==> config.mk <==
export PLATFORM = sky130hd
export DESIGN_NAME = spf_divider
export DESIGN_NICKNAME = d
export VERILOG_FILES = /design/src/hw/rtl/spf_pkg.sv /design/src/hw/rtl/spf_divider.sv
export SDC_FILE = /design/constraint.sdc
export NUM_CORES = 1
export LEC_CHECK = 0
export ABC_CLOCK_PERIOD_IN_PS = 6800
export BUFFER_PORTS_ARGS = -buffer_cell sky130_fd_sc_hd__buf_2
export CAP_MARGIN = 20
export CORE_MARGIN = 2
export CORE_UTILIZATION = 29
export CTS_BUF_LIST = sky130_fd_sc_hd__clkbuf_4
export CTS_CLUSTER_SIZE = 25
export DETAILED_ROUTE_END_ITERATION = 12
export PLACE_DENSITY = 0.48
export SLEW_MARGIN = 10
export SYNTH_ARGS = -nofsm -noshare
export SYNTH_HDL_FRONTEND = slang
export SYNTH_SLANG_ARGS = --single-unit
==> constraint.sdc <==
create_clock -name clk_i -period 6.8 [get_ports clk_i]
set_input_delay 0.68 -clock clk_i [delete_from_list [all_inputs] [get_ports clk_i]]
set_output_delay 0.68 -clock clk_i [all_outputs]
set_load 0.05 [all_outputs]
==> src/hw/rtl/spf_pkg.sv <==
// Shared constants for the sieve-based prime factor counter.
// No dependencies.
package spf_pkg;
  localparam int unsigned TableLimit = 1048576;
  localparam int unsigned PrimeDepth = 131072;
  localparam int unsigned VW = 20;
  localparam int unsigned AW = $clog2(TableLimit);
  localparam int unsigned PW = $clog2(PrimeDepth);
  localparam int unsigned LW = PW + 1;
endpackage

==> src/hw/rtl/spf_divider.sv <==
// Restoring divider, one quotient bit per cycle.
// Depends on spf_pkg.
module spf_divider import spf_pkg::*; (
  input  logic          clk_i,
  input  logic          rst_ni,
  input  logic          start_i,
  input  logic [VW-1:0] dividend_i,
  input  logic [VW-1:0] divisor_i,
  output logic          done_o,
  output logic [VW-1:0] quot_o,
  output logic [VW-1:0] rem_o
);
  logic [VW-1:0] q_q, q_d, r_q, r_d, dv_q;
  logic [VW-1:0] q_step, r_step;
  logic [4:0]    cnt_q, cnt_d;
  logic          busy_q, busy_d;
  logic [VW:0]   sh;

  // One restoring step on the current partial remainder
  always_comb begin
    sh = {r_q, q_q[VW-1]};
    q_step = {q_q[VW-2:0], 1'b0};
    if (sh >= {1'b0, dv_q}) begin
      r_step = VW'(sh - {1'b0, dv_q});
      q_step[0] = 1'b1;
    end else begin
      r_step = sh[VW-1:0];
    end
  end

  // Next state: step while busy, a start reloads
  always_comb begin
    q_d = q_q; r_d = r_q; cnt_d = cnt_q; busy_d = busy_q;
    if (busy_q) begin
      q_d = q_step; r_d = r_step;
      cnt_d = cnt_q - 5'd1;
      if (cnt_q == 5'd1) busy_d = 1'b0;
    end
    if (start_i) begin
      q_d = dividend_i; r_d = '0; cnt_d = 5'(VW); busy_d = 1'b1;
    end
  end

  always_ff @(posedge clk_i or negedge rst_ni) begin
    if (!rst_ni) begin
      busy_q <= 1'b0; cnt_q <= '0; q_q <= '0; r_q <= '0; dv_q <= '0;
    end else begin
      busy_q <= busy_d; cnt_q <= cnt_d; q_q <= q_d; r_q <= r_d;
      if (start_i) dv_q <= divisor_i;
    end
  end

  // Final quotient and remainder are valid in the done cycle
  assign done_o = busy_q && (cnt_q == 5'd1);
  assign quot_o = q_step;
  assign rem_o  = r_step;
endmodule

==> metrics.cfg, run 1 <==
[detailed_routing]
avgViaCountPerCell = 4.884
wl_um = 10850
drtIter0Drc = 146
wl_per_cell_um = 14.82
drc = 0
antenna_left = 0
vias = 3575
drt_first_pass_iters = 5

[pwr]
ir_worst_vdd_mv = 0.4455
p_per_area_mw_per_mm2 = 479.7
p_leak_uw = 0.002532

[sta]
period_needed_ps = 4598
fin_crit_sh_pct = 67.62
setup_tns_ps = 0
slew_viol_final = 0
hold_viol_final = 0
setup_violations = 0
slew_headroom_pct = 38.19
fmax_mhz = 217.5
rsz0062_at_grt = no
clock_skew_ps = 12.93
worst_slew_pin_slew_ps = 927.2

[layout]
syn_to_final_growth_pct = 14.49
antennaDiodeCount = 0
fin_nets = 610
final_cell_count_no_fill = 732
fill_cells = 1548
layout-drive-gt1-share_pct = 22.45
multiInputGateArea_sq_mm = 0.002258
regArea_sq_mm = 0.001653

[worst_setup_path]
timing.rr.start = r_q[15]
critPathRequiredTime_ps = 6120
crit_start = r_q[15]
crit_family = compound AO/OA/AOI/OAI gates
cp_max_fo = 22
critPathKind = reg2out
worstRegToRegCells = 9
critPathLaunchType = flop
arrival_ps = 3920
path_common_cell = a21oi_2
cp-end-kind = primary output
path_buf_inv = 2
max_stage_delay_ps = 690
path_depth = 9
worst_path_max_delay_cell = a21oi_2
cp_cell_sequence = ha_1 -> a21oi_2 -> o21a_1 -> o21ai_0 -> a2111o_1 -> a21oi_2 -> inv_2 -> mux2_4 -> buf_2

[clock_tree]
post_cts_resized = 0
ctsLongestPathBuffers = 2
cts_tree = done
clockRootBuffer = clkbuf_4
cts_sinks = 66
holdBufCountCts = 0
cts.htree.levels = 3
path_clk_slew_ps = 110
cts-buffers-inserted = 9
post_cts_buffers = 0
clock_latency_ps = 460

[floorplanning]
start_util_pct = 29.47
core_sq_mm = 0.01448
dieArea_sq_mm = 0.01570
die_h_um = 125.3
ios = 84
num_rows = 44
die_w_um = 125.3

[grt]
grt_pass1_vias = 3611
grt_max_degree = 67
antenna_found_initial = 0
grt_pass1_wl_um = 18390
grt_use_total_pct = 14.58
gr-total-overflow = 0

[placement]
gp_congestion = 0.8657
io_buffers = 83
placedCellCount = 717
hpwl_um = 7663

[logic_synthesis]
ys_top_cells_by_area = dfrtp_1, o21ai_0, ha_1, nand2_1, mux2i_1
yosysTopAreaCell = dfrtp_1
synth_edf_count = 0
async_flop_share_pct = 100.0
synthCells = 486
synth-main-ff-cell = dfrtp_1
yosys_warnings = 0
synth.top_cells.by_count = dfrtp_1, nand2_1, o21ai_0
synth_cell_types = 55
netlist.area_leader.share_pct = 38.71
synth.avg_cell_area_sq_um = 8.779
ys_ff_latch = 66
synthesis.area_sq_mm = 0.004267
synth_nets = 552
ys_seq_area_share_pct = 38.71

[min_path]
hold_class = in2async

[status]
outcome = completed

[run]
maxCapViolCount = 0

## where the power goes
part / internal, uW / switching [uW] / total [uW]
Combinational: 467 / 1020 / 1490
Clock: 182 / 150 / 332
Sequential: 465 / 57.9 / 523
## cells in the final DEF (no fill, tap or decap), types with 3 or more instances in the layout
cell type / netlist / layout
ha_1: 22 / 22
buf_2: 3 / 83
nor3_1: 8 / 8
bufinv_16: 0 / 3
dfrtp_1: 66 / 65
o21ai_0: 56 / 56
nand2b_1: 5 / 5
clkbuf_4: 0 / 9
xnor2_1: 14 / 14
a21oi_2: 3 / 3
nand3_1: 7 / 7
mux2_4: 6 / 6
a311oi_1: 3 / 3
buf_4: 19 / 4
mux2i_1: 21 / 21
o21a_1: 11 / 11
mux2_2: 6 / 6
o31ai_1: 6 / 6
a21o_1: 3 / 3
inv_1: 31 / 31
xor2_1: 5 / 5
a21oi_1: 21 / 21
nor2_1: 42 / 42
nand2_1: 66 / 66
## cells by family after synthesis
group / count (synthesis) / share of synthesized area (%)
xor+xnor: 19 / 3.900
fa+ha+maj: 23 / 6.921
buf+inv: 73 / 8.357
flops: 66 / 38.71
mux: 33 / 8.622
simple gates: 144 / 14.60
compound gates: 128 / 18.89
## state kept, by name, indices dropped and copies added (netlist names)
signal / cells
dv_q: 20
q_q: 20
r_q: 20
cnt_q: 5
busy_q: 1
## metrics by stage
step | hold slack [ps] | instance area (sq um) | util (%) | total power (uW) | worst slack (ps)
after floorplan | 384.4 | 4267 | - | 1735 | 3130
after global placement | 510.1 | 4711 | 32.54 | 2026 | 2690
after detailed placement | 516.0 | 4711 | 32.54 | 2025 | 2675
after CTS | 377.2 | 4885 | 33.74 | 2375 | 2118
after global routing | 391.7 | 4885 | 33.74 | 2518 | 1856
final | 407.0 | 4885 | 33.74 | 2343 | 2202
## layer usage
metal	up-vias	share of wire (%)	track usage, %
li1	1778	-	-
met1	1684	47	18.88
met2	101	45	23.24
met3	12	6.1	4.536
met4	0	1.7	4.837
met5	-	0	0
## path summary, 6_finish.rpt
| kind | end | slack, ps |
|---|---|---|
| max in group asynchronous | busy_q | 5780 |
| setup reg to reg | r_q[19] | 3230 |
| min in group clk_i | dv_q[13] | 420 |
| hold reg to reg | dv_q[9] | 530 |
| setup / recovery | rem_o[13] | 2200 |
| hold / removal | q_q[5] | 410 |
## area by class of cell
type / count / area share [%]
Tap cell: 184 / 4.713
Clock buffer: 9 / 1.383
Multi-Input combinational cell: 347 / 46.23
Sequential cell: 66 / 33.84
Clock inverter: 6 / 2.177
Inverter: 33 / 2.536
Timing Repair Buffer: 87 / 9.119
(Power assumes the default switching activity.)
==> run 2, diff against run 1 <==
--- a/config.mk
+++ b/config.mk
@@ -5,7 +5,7 @@
 export SDC_FILE = /design/constraint.sdc
 export NUM_CORES = 1
 export LEC_CHECK = 0
-export ABC_CLOCK_PERIOD_IN_PS = 6800
+export ABC_CLOCK_PERIOD_IN_PS = 4200
 export BUFFER_PORTS_ARGS = -buffer_cell sky130_fd_sc_hd__buf_2
 export CAP_MARGIN = 20
 export CORE_MARGIN = 2
@@ -13,7 +13,7 @@
 export CTS_BUF_LIST = sky130_fd_sc_hd__clkbuf_4
 export CTS_CLUSTER_SIZE = 25
 export DETAILED_ROUTE_END_ITERATION = 12
-export PLACE_DENSITY = 0.48
+export PLACE_DENSITY = 0.5
 export SLEW_MARGIN = 10
 export SYNTH_ARGS = -nofsm -noshare
 export SYNTH_HDL_FRONTEND = slang
==> constraint.sdc (replaced) <==
create_clock -name clk_i -period 4.2 [get_ports clk_i]
set_input_delay 0.42 -clock clk_i [delete_from_list [all_inputs] [get_ports clk_i]]
set_output_delay 0.42 -clock clk_i [all_outputs]
set_load 0.05 [all_outputs]
==> run 2 against run 1 <==
Net effect:
- final area fell by 0.18%
- global-route usage is 0.27 points lower
- critical path depth grew 1
- sequential power is 63% higher
- cell count increased by 0.27%
- critical path type unchanged
==> metrics.cfg, run 2 (synthesis results as in run 1) <==
[status]
outcome = completed  ; unchanged

[grt]
grt_use_total_pct = 14.31  ; was 14.58%
antenna_found_initial = 0  ; unchanged
grt_pass1_wl_um = 18050  ; was 18390 um
grt_pass1_vias = 3585  ; was 3611
gr-total-overflow = 0  ; unchanged
grt_max_degree = 100  ; was 67

[clock_tree]
cts-buffers-inserted = 9  ; unchanged
path_clk_slew_ps = 110  ; about the same
cts_sinks = 66  ; unchanged
cts_tree = done  ; unchanged
post_cts_resized = 0  ; unchanged
clockRootBuffer = clkbuf_4  ; unchanged
post_cts_buffers = 0  ; unchanged
holdBufCountCts = 0  ; unchanged
ctsLongestPathBuffers = 2  ; unchanged
cts.htree.levels = 3  ; unchanged
clock_latency_ps = 460  ; about the same

[detailed_routing]
drc = 0  ; unchanged
drt_first_pass_iters = 5  ; unchanged
antenna_left = 0  ; unchanged
avgViaCountPerCell = 4.815  ; was 4.884
wl_per_cell_um = 14.90  ; was 14.82 um
drtIter0Drc = 123  ; was 146
vias = 3534  ; was 3575
wl_um = 10940  ; was 10850 um

[sta]
clock_skew_ps = 20.12  ; was 12.93 ps
setup_tns_ps = 0  ; unchanged
slew_headroom_pct = 39.55  ; was 38.19%
rsz0062_at_grt = no  ; unchanged
fin_crit_sh_pct = 90.07
worst_slew_pin_slew_ps = 906.8  ; was 927.2 ps
fmax_mhz = 264.3
period_needed_ps = 3783
slew_viol_final = 0  ; unchanged
hold_viol_final = 0  ; unchanged
setup_violations = 0  ; unchanged

[floorplanning]
start_util_pct = 29.47  ; unchanged
ios = 84  ; unchanged
die_w_um = 125.3  ; unchanged
die_h_um = 125.3  ; unchanged
num_rows = 44  ; unchanged
core_sq_mm = 0.01448  ; unchanged
dieArea_sq_mm = 0.01570  ; unchanged

[layout]
final_common_cell = buf_2  ; unchanged
layout-drive-gt1-share_pct = 22.73  ; was 22.45%
mostFrequentLayoutCells = buf_2, nand2_1, dfrtp_1  ; unchanged
fin_nets = 611  ; was 610
antennaDiodeCount = 0  ; unchanged
syn_to_final_growth_pct = 14.28  ; was 14.49%
largestRegisters = dv_q (20), q_q (20), r_q (20)  ; unchanged

[placement]
io_buffers = 83  ; unchanged
gp_congestion = 0.8483  ; was 0.8657
hpwl_um = 7881  ; was 7663 um

[pwr]
p_per_area_mw_per_mm2 = 774.6  ; was 479.7 mW/mm^2
ir_worst_vdd_mv = 0.5648  ; was 0.4455 mV
finalPower_uw = 3777  ; was 2343 uW
p_leak_uw = 0.002536  ; was 0.002532 uW

[worst_setup_path]
cp-end-kind = primary output  ; unchanged
critPathRequiredTime_ps = 3780  ; was 6120 ps
cp_max_fo = 20  ; was 22
worst_path_max_delay_cell = dfrtp_1  ; was a21oi_2
critPathLaunchType = flop  ; unchanged
cp_cell_sequence = ha_1 -> nand3_1 -> nor4_1 -> nor4b_1 -> a2111o_1 -> a21oi_2 -> inv_2 -> o21ai_0 -> nand2_1 -> buf_2  ; was ha_1 -> a21oi_2 -> o21a_1 -> o21ai_0 -> a2111o_1 -> a21oi_2 -> inv_2 -> mux2_4 -> buf_2
critPathKind = reg2out  ; unchanged
arrival_ps = 3360  ; was 3920 ps
max_stage_delay_ps = 410  ; was 690 ps

[run]
maxCapViolCount = 0  ; unchanged

[min_path]
hold_class = in2async  ; unchanged

==> run 2: cell count changes in the layout (fill, tap and decap cells not counted), sizes merged <==
cell | previous run | this run
buf | 87 | 88
bufinv | 3 | 2
clkbuf | 9 | 10
clkinv | 3 | 5
clkinvlp | 1 | 0
==> run 2: worst paths after layout <==
| path | startpoint | end | slack, ps | cells past startpoint |
|---|---|---|---|---|
| min in group clk_i | divisor_i[17] | dv_q[17] | 160 | 3 |
| setup / recovery | r_q[9] | rem_o[14] | 420 | 10 |
| setup reg to reg | r_q[9] | r_q[11] | 1240 | 9 |
| hold / removal | rst_ni | q_q[2] | 40 | 1 |
| hold reg to reg | r_q[19] | r_q[19] | 540 | 1 |
| max in group asynchronous | rst_ni | dv_q[11] | 3170 | 2 |
==> run 2: final cells by class <==
class,count,area (sq um)
inverter,33,123.9
sequential,66,1653
timing repair buffer,88,452.9
tap,184,230.2
multi-input combinational,347,2258
fill,1539,9603
clock buffer,10,75.07
clock inverter,6,82.58
==> run 2: layer usage <==
layer | GRT usage [%] | vias up | wire, um
met3 | 4.450 | 12 | 562
met2 | 22.06 | 95 | 4820
met5 | 0 | - | 0
met4 | 4.118 | 0 | 153
li1 | - | 1785 | -
met1 | 19.40 | 1642 | 5399
==> run 2: critical path, delay by kind of cell, from the launching register on <==
| kind | cells | cell delay, ps |
|---|---|---|
| adder cells (fa/ha/maj) | 1 | 390 |
| flip-flops | 1 | 410 |
| AO/OA/AOI/OAI | 3 | 490 |
| AND/OR/NAND/NOR | 4 | 960 |
| buffers and inverters | 2 | 670 |
==> run 2: where the power goes <==
group          internal (uW)  leakage (uW)  switching, uW
logic                    768       0.00162           1660
clock network            245     0.0000878            249
registers                753      0.000825           97.4
total                   1770       0.00254           2010
==> run 2: metrics by stage <==
step                      cell area (sq um)  hold WS, ps  setup slack, ps  utilization (%)  instances
after global routing                   4876        64.66            138.0            33.68        734
after floorplan                        4267        124.4            789.9                -        486
after detailed placement               4718        508.5            917.9            32.59        718
final                                  4876        39.63            417.1            33.68        734
after CTS                              4876        24.48            348.1            33.68        734
after global placement                 4718        498.9            825.5            32.59        718
==> run 3, diff against run 2 <==
--- a/config.mk
+++ b/config.mk
@@ -5,7 +5,7 @@
 export SDC_FILE = /design/constraint.sdc
 export NUM_CORES = 1
 export LEC_CHECK = 0
-export ABC_CLOCK_PERIOD_IN_PS = 4200
+export ABC_CLOCK_PERIOD_IN_PS = 4700
 export BUFFER_PORTS_ARGS = -buffer_cell sky130_fd_sc_hd__buf_2
 export CAP_MARGIN = 20
 export CORE_MARGIN = 2
@@ -13,7 +13,7 @@
 export CTS_BUF_LIST = sky130_fd_sc_hd__clkbuf_4
 export CTS_CLUSTER_SIZE = 25
 export DETAILED_ROUTE_END_ITERATION = 12
-export PLACE_DENSITY = 0.5
+export PLACE_DENSITY = 0.48
 export SLEW_MARGIN = 10
 export SYNTH_ARGS = -nofsm -noshare
 export SYNTH_HDL_FRONTEND = slang
==> constraint.sdc (replaced) <==
create_clock -name clk_i -period 4.7 [get_ports clk_i]
set_input_delay 0.47 -clock clk_i [delete_from_list [all_inputs] [get_ports clk_i]]
set_output_delay 0.47 -clock clk_i [all_outputs]
set_load 0.05 [all_outputs]
==> run 3 against run 2 <==
Net effect:
- highest routed layer unchanged
- largest cell class unchanged
- combinational power is 11% lower
- critical endpoint is now rem_o[12]
- total power is 11% lower
- sequential share of layout area hardly changed
- cell count unchanged
- sequential cell count is the same
- clock skew is 6.5 ps higher
==> metrics.cfg, run 3 (synthesis results as in run 1) <==
[status]
outcome = completed  ; unchanged

[run]
maxCapViolCount = 0  ; unchanged

[clock_tree]
cts-buffers-inserted = 9  ; unchanged
post_cts_resized = 0  ; unchanged
ctsLongestPathBuffers = 2  ; unchanged
cts_tree = done  ; unchanged
post_cts_buffers = 0  ; unchanged
clock_latency_ps = 460  ; about the same
holdBufCountCts = 0  ; unchanged
cts.htree.levels = 3  ; unchanged
path_clk_slew_ps = 140  ; was 110 ps
cts_sinks = 66  ; unchanged
clockRootBuffer = clkbuf_4  ; unchanged

[pwr]
finalPower_uw = 3369  ; was 3777 uW
p_per_area_mw_per_mm2 = 690.4  ; was 774.6 mW/mm^2
ir_worst_vdd_mv = 0.5426  ; was 0.5648 mV
p_leak_uw = 0.002531  ; was 0.002536 uW

[placement]
hpwl_um = 7869  ; was 7881 um
io_buffers = 83  ; unchanged
gp_congestion = 0.8477  ; was 0.8483

[grt]
grt_use_total_pct = 14.32  ; was 14.31%
grt_pass1_vias = 3590  ; was 3585
gr-total-overflow = 0  ; unchanged
grt_max_degree = 71  ; was 100
antenna_found_initial = 0  ; unchanged
grt_pass1_wl_um = 18160  ; was 18050 um

[sta]
period_needed_ps = 3915
fin_crit_sh_pct = 83.30
setup_tns_ps = 0  ; unchanged
fmax_mhz = 255.4
worst_slew_pin_slew_ps = 687.7  ; was 906.8 ps
setup_violations = 0  ; unchanged
rsz0062_at_grt = no  ; unchanged
slew_viol_final = 0  ; unchanged
slew_headroom_pct = 54.15  ; was 39.55%
hold_viol_final = 0  ; unchanged
clock_skew_ps = 26.61  ; was 20.12 ps
hold_ws_ps = 19.37  ; was 39.63 ps

[min_path]
hold_class = in2async  ; unchanged

[layout]
antennaDiodeCount = 0  ; unchanged
final_common_cell = buf_2  ; unchanged
largestRegisters = dv_q (20), q_q (20), r_q (20)  ; unchanged
syn_to_final_growth_pct = 14.37  ; was 14.28%
fin_nets = 611  ; unchanged
mostFrequentLayoutCells = buf_2, nand2_1, dfrtp_1  ; unchanged
layout-drive-gt1-share_pct = 22.73  ; unchanged

[floorplanning]
core_sq_mm = 0.01448  ; unchanged
die_h_um = 125.3  ; unchanged
num_rows = 44  ; unchanged
ios = 84  ; unchanged
start_util_pct = 29.47  ; unchanged
die_w_um = 125.3  ; unchanged
dieArea_sq_mm = 0.01570  ; unchanged

[detailed_routing]
drt_first_pass_iters = 4  ; was 5
antenna_left = 0  ; unchanged
vias = 3507  ; was 3534
wl_per_cell_um = 14.81  ; was 14.90 um
wl_um = 10870  ; was 10940 um
drtIter0Drc = 187  ; was 123
drc = 0  ; unchanged
avgViaCountPerCell = 4.778  ; was 4.815

[worst_setup_path]
critPathKind = reg2out  ; unchanged
cp-end-kind = primary output  ; unchanged
crit_family = buffers and inverters  ; was simple AND/OR/NAND/NOR gates
cp_max_fo = 22  ; was 20
path_buf_inv = 3  ; was 2
worst_path_max_delay_cell = dfrtp_1  ; unchanged
max_stage_delay_ps = 440  ; was 410 ps
critPathRequiredTime_ps = 4230  ; was 3780 ps
arrival_ps = 3450  ; was 3360 ps
cp_cell_sequence = ha_1 -> and4_1 -> nand2_1 -> nor4b_1 -> a2111o_1 -> a21oi_2 -> buf_4 -> inv_2 -> mux2_2 -> buf_2  ; was ha_1 -> nand3_1 -> nor4_1 -> nor4b_1 -> a2111o_1 -> a21oi_2 -> inv_2 -> o21ai_0 -> nand2_1 -> buf_2
critPathLaunchType = flop  ; unchanged

[run 3: cell types whose count changed in the layout (fill, tap and decap cells not counted), sizes merged]
cell	before	now
clkinvlp	0	1
clkbuf	10	9
[run 3: metrics by stage]
step | utilization, % | cells | cell area [sq um] | setup WS (ps)
floorplan | - | 486 | 4267 | 1240
global placement | 32.59 | 718 | 4718 | 1282
detailed placement | 32.59 | 718 | 4718 | 1303
CTS | 33.70 | 734 | 4880 | 734.2
global route | 33.70 | 734 | 4880 | 557.9
finish | 33.70 | 734 | 4880 | 784.8
[run 3: cell type report]
class / instances / area (sq um)
Fill cell: 1530 / 9599
Timing Repair Buffer: 88 / 452.9
Tap cell: 184 / 230.2
Inverter: 33 / 123.9
Multi-Input combinational cell: 347 / 2258
Clock buffer: 9 / 67.56
Sequential cell: 66 / 1653
Clock inverter: 7 / 93.84
[run 3: metal layers]
metal	GRT usage (%)	vias up	wire length (um)	part of all wire (%)
met5	0	-	0	0
met4	3.922	0	124	1.1
met3	4.792	7	558	5.1
met2	23.11	76	5045	46
met1	18.43	1645	5142	47
li1	-	1779	-	-
[run 3: path summary, 6_finish.rpt]
path	start	cells after the start	slack, ps	to
max in group asynchronous	rst_ni	2	3670	busy_q
min in group clk_i	dividend_i[4]	3	200	q_q[4]
worst min register to register	dv_q[12]	2	540	dv_q[12]
worst min-delay path	rst_ni	1	20	q_q[5]
worst max-delay path	r_q[14]	10	780	rem_o[12]
worst max register to register	r_q[14]	10	1630	r_q[12]
[run 3: where the power goes]
group	internal [uW]	switching (uW)
sequential	673	85.9
clock	214	230
combinational	685	1480
total	1570	1800
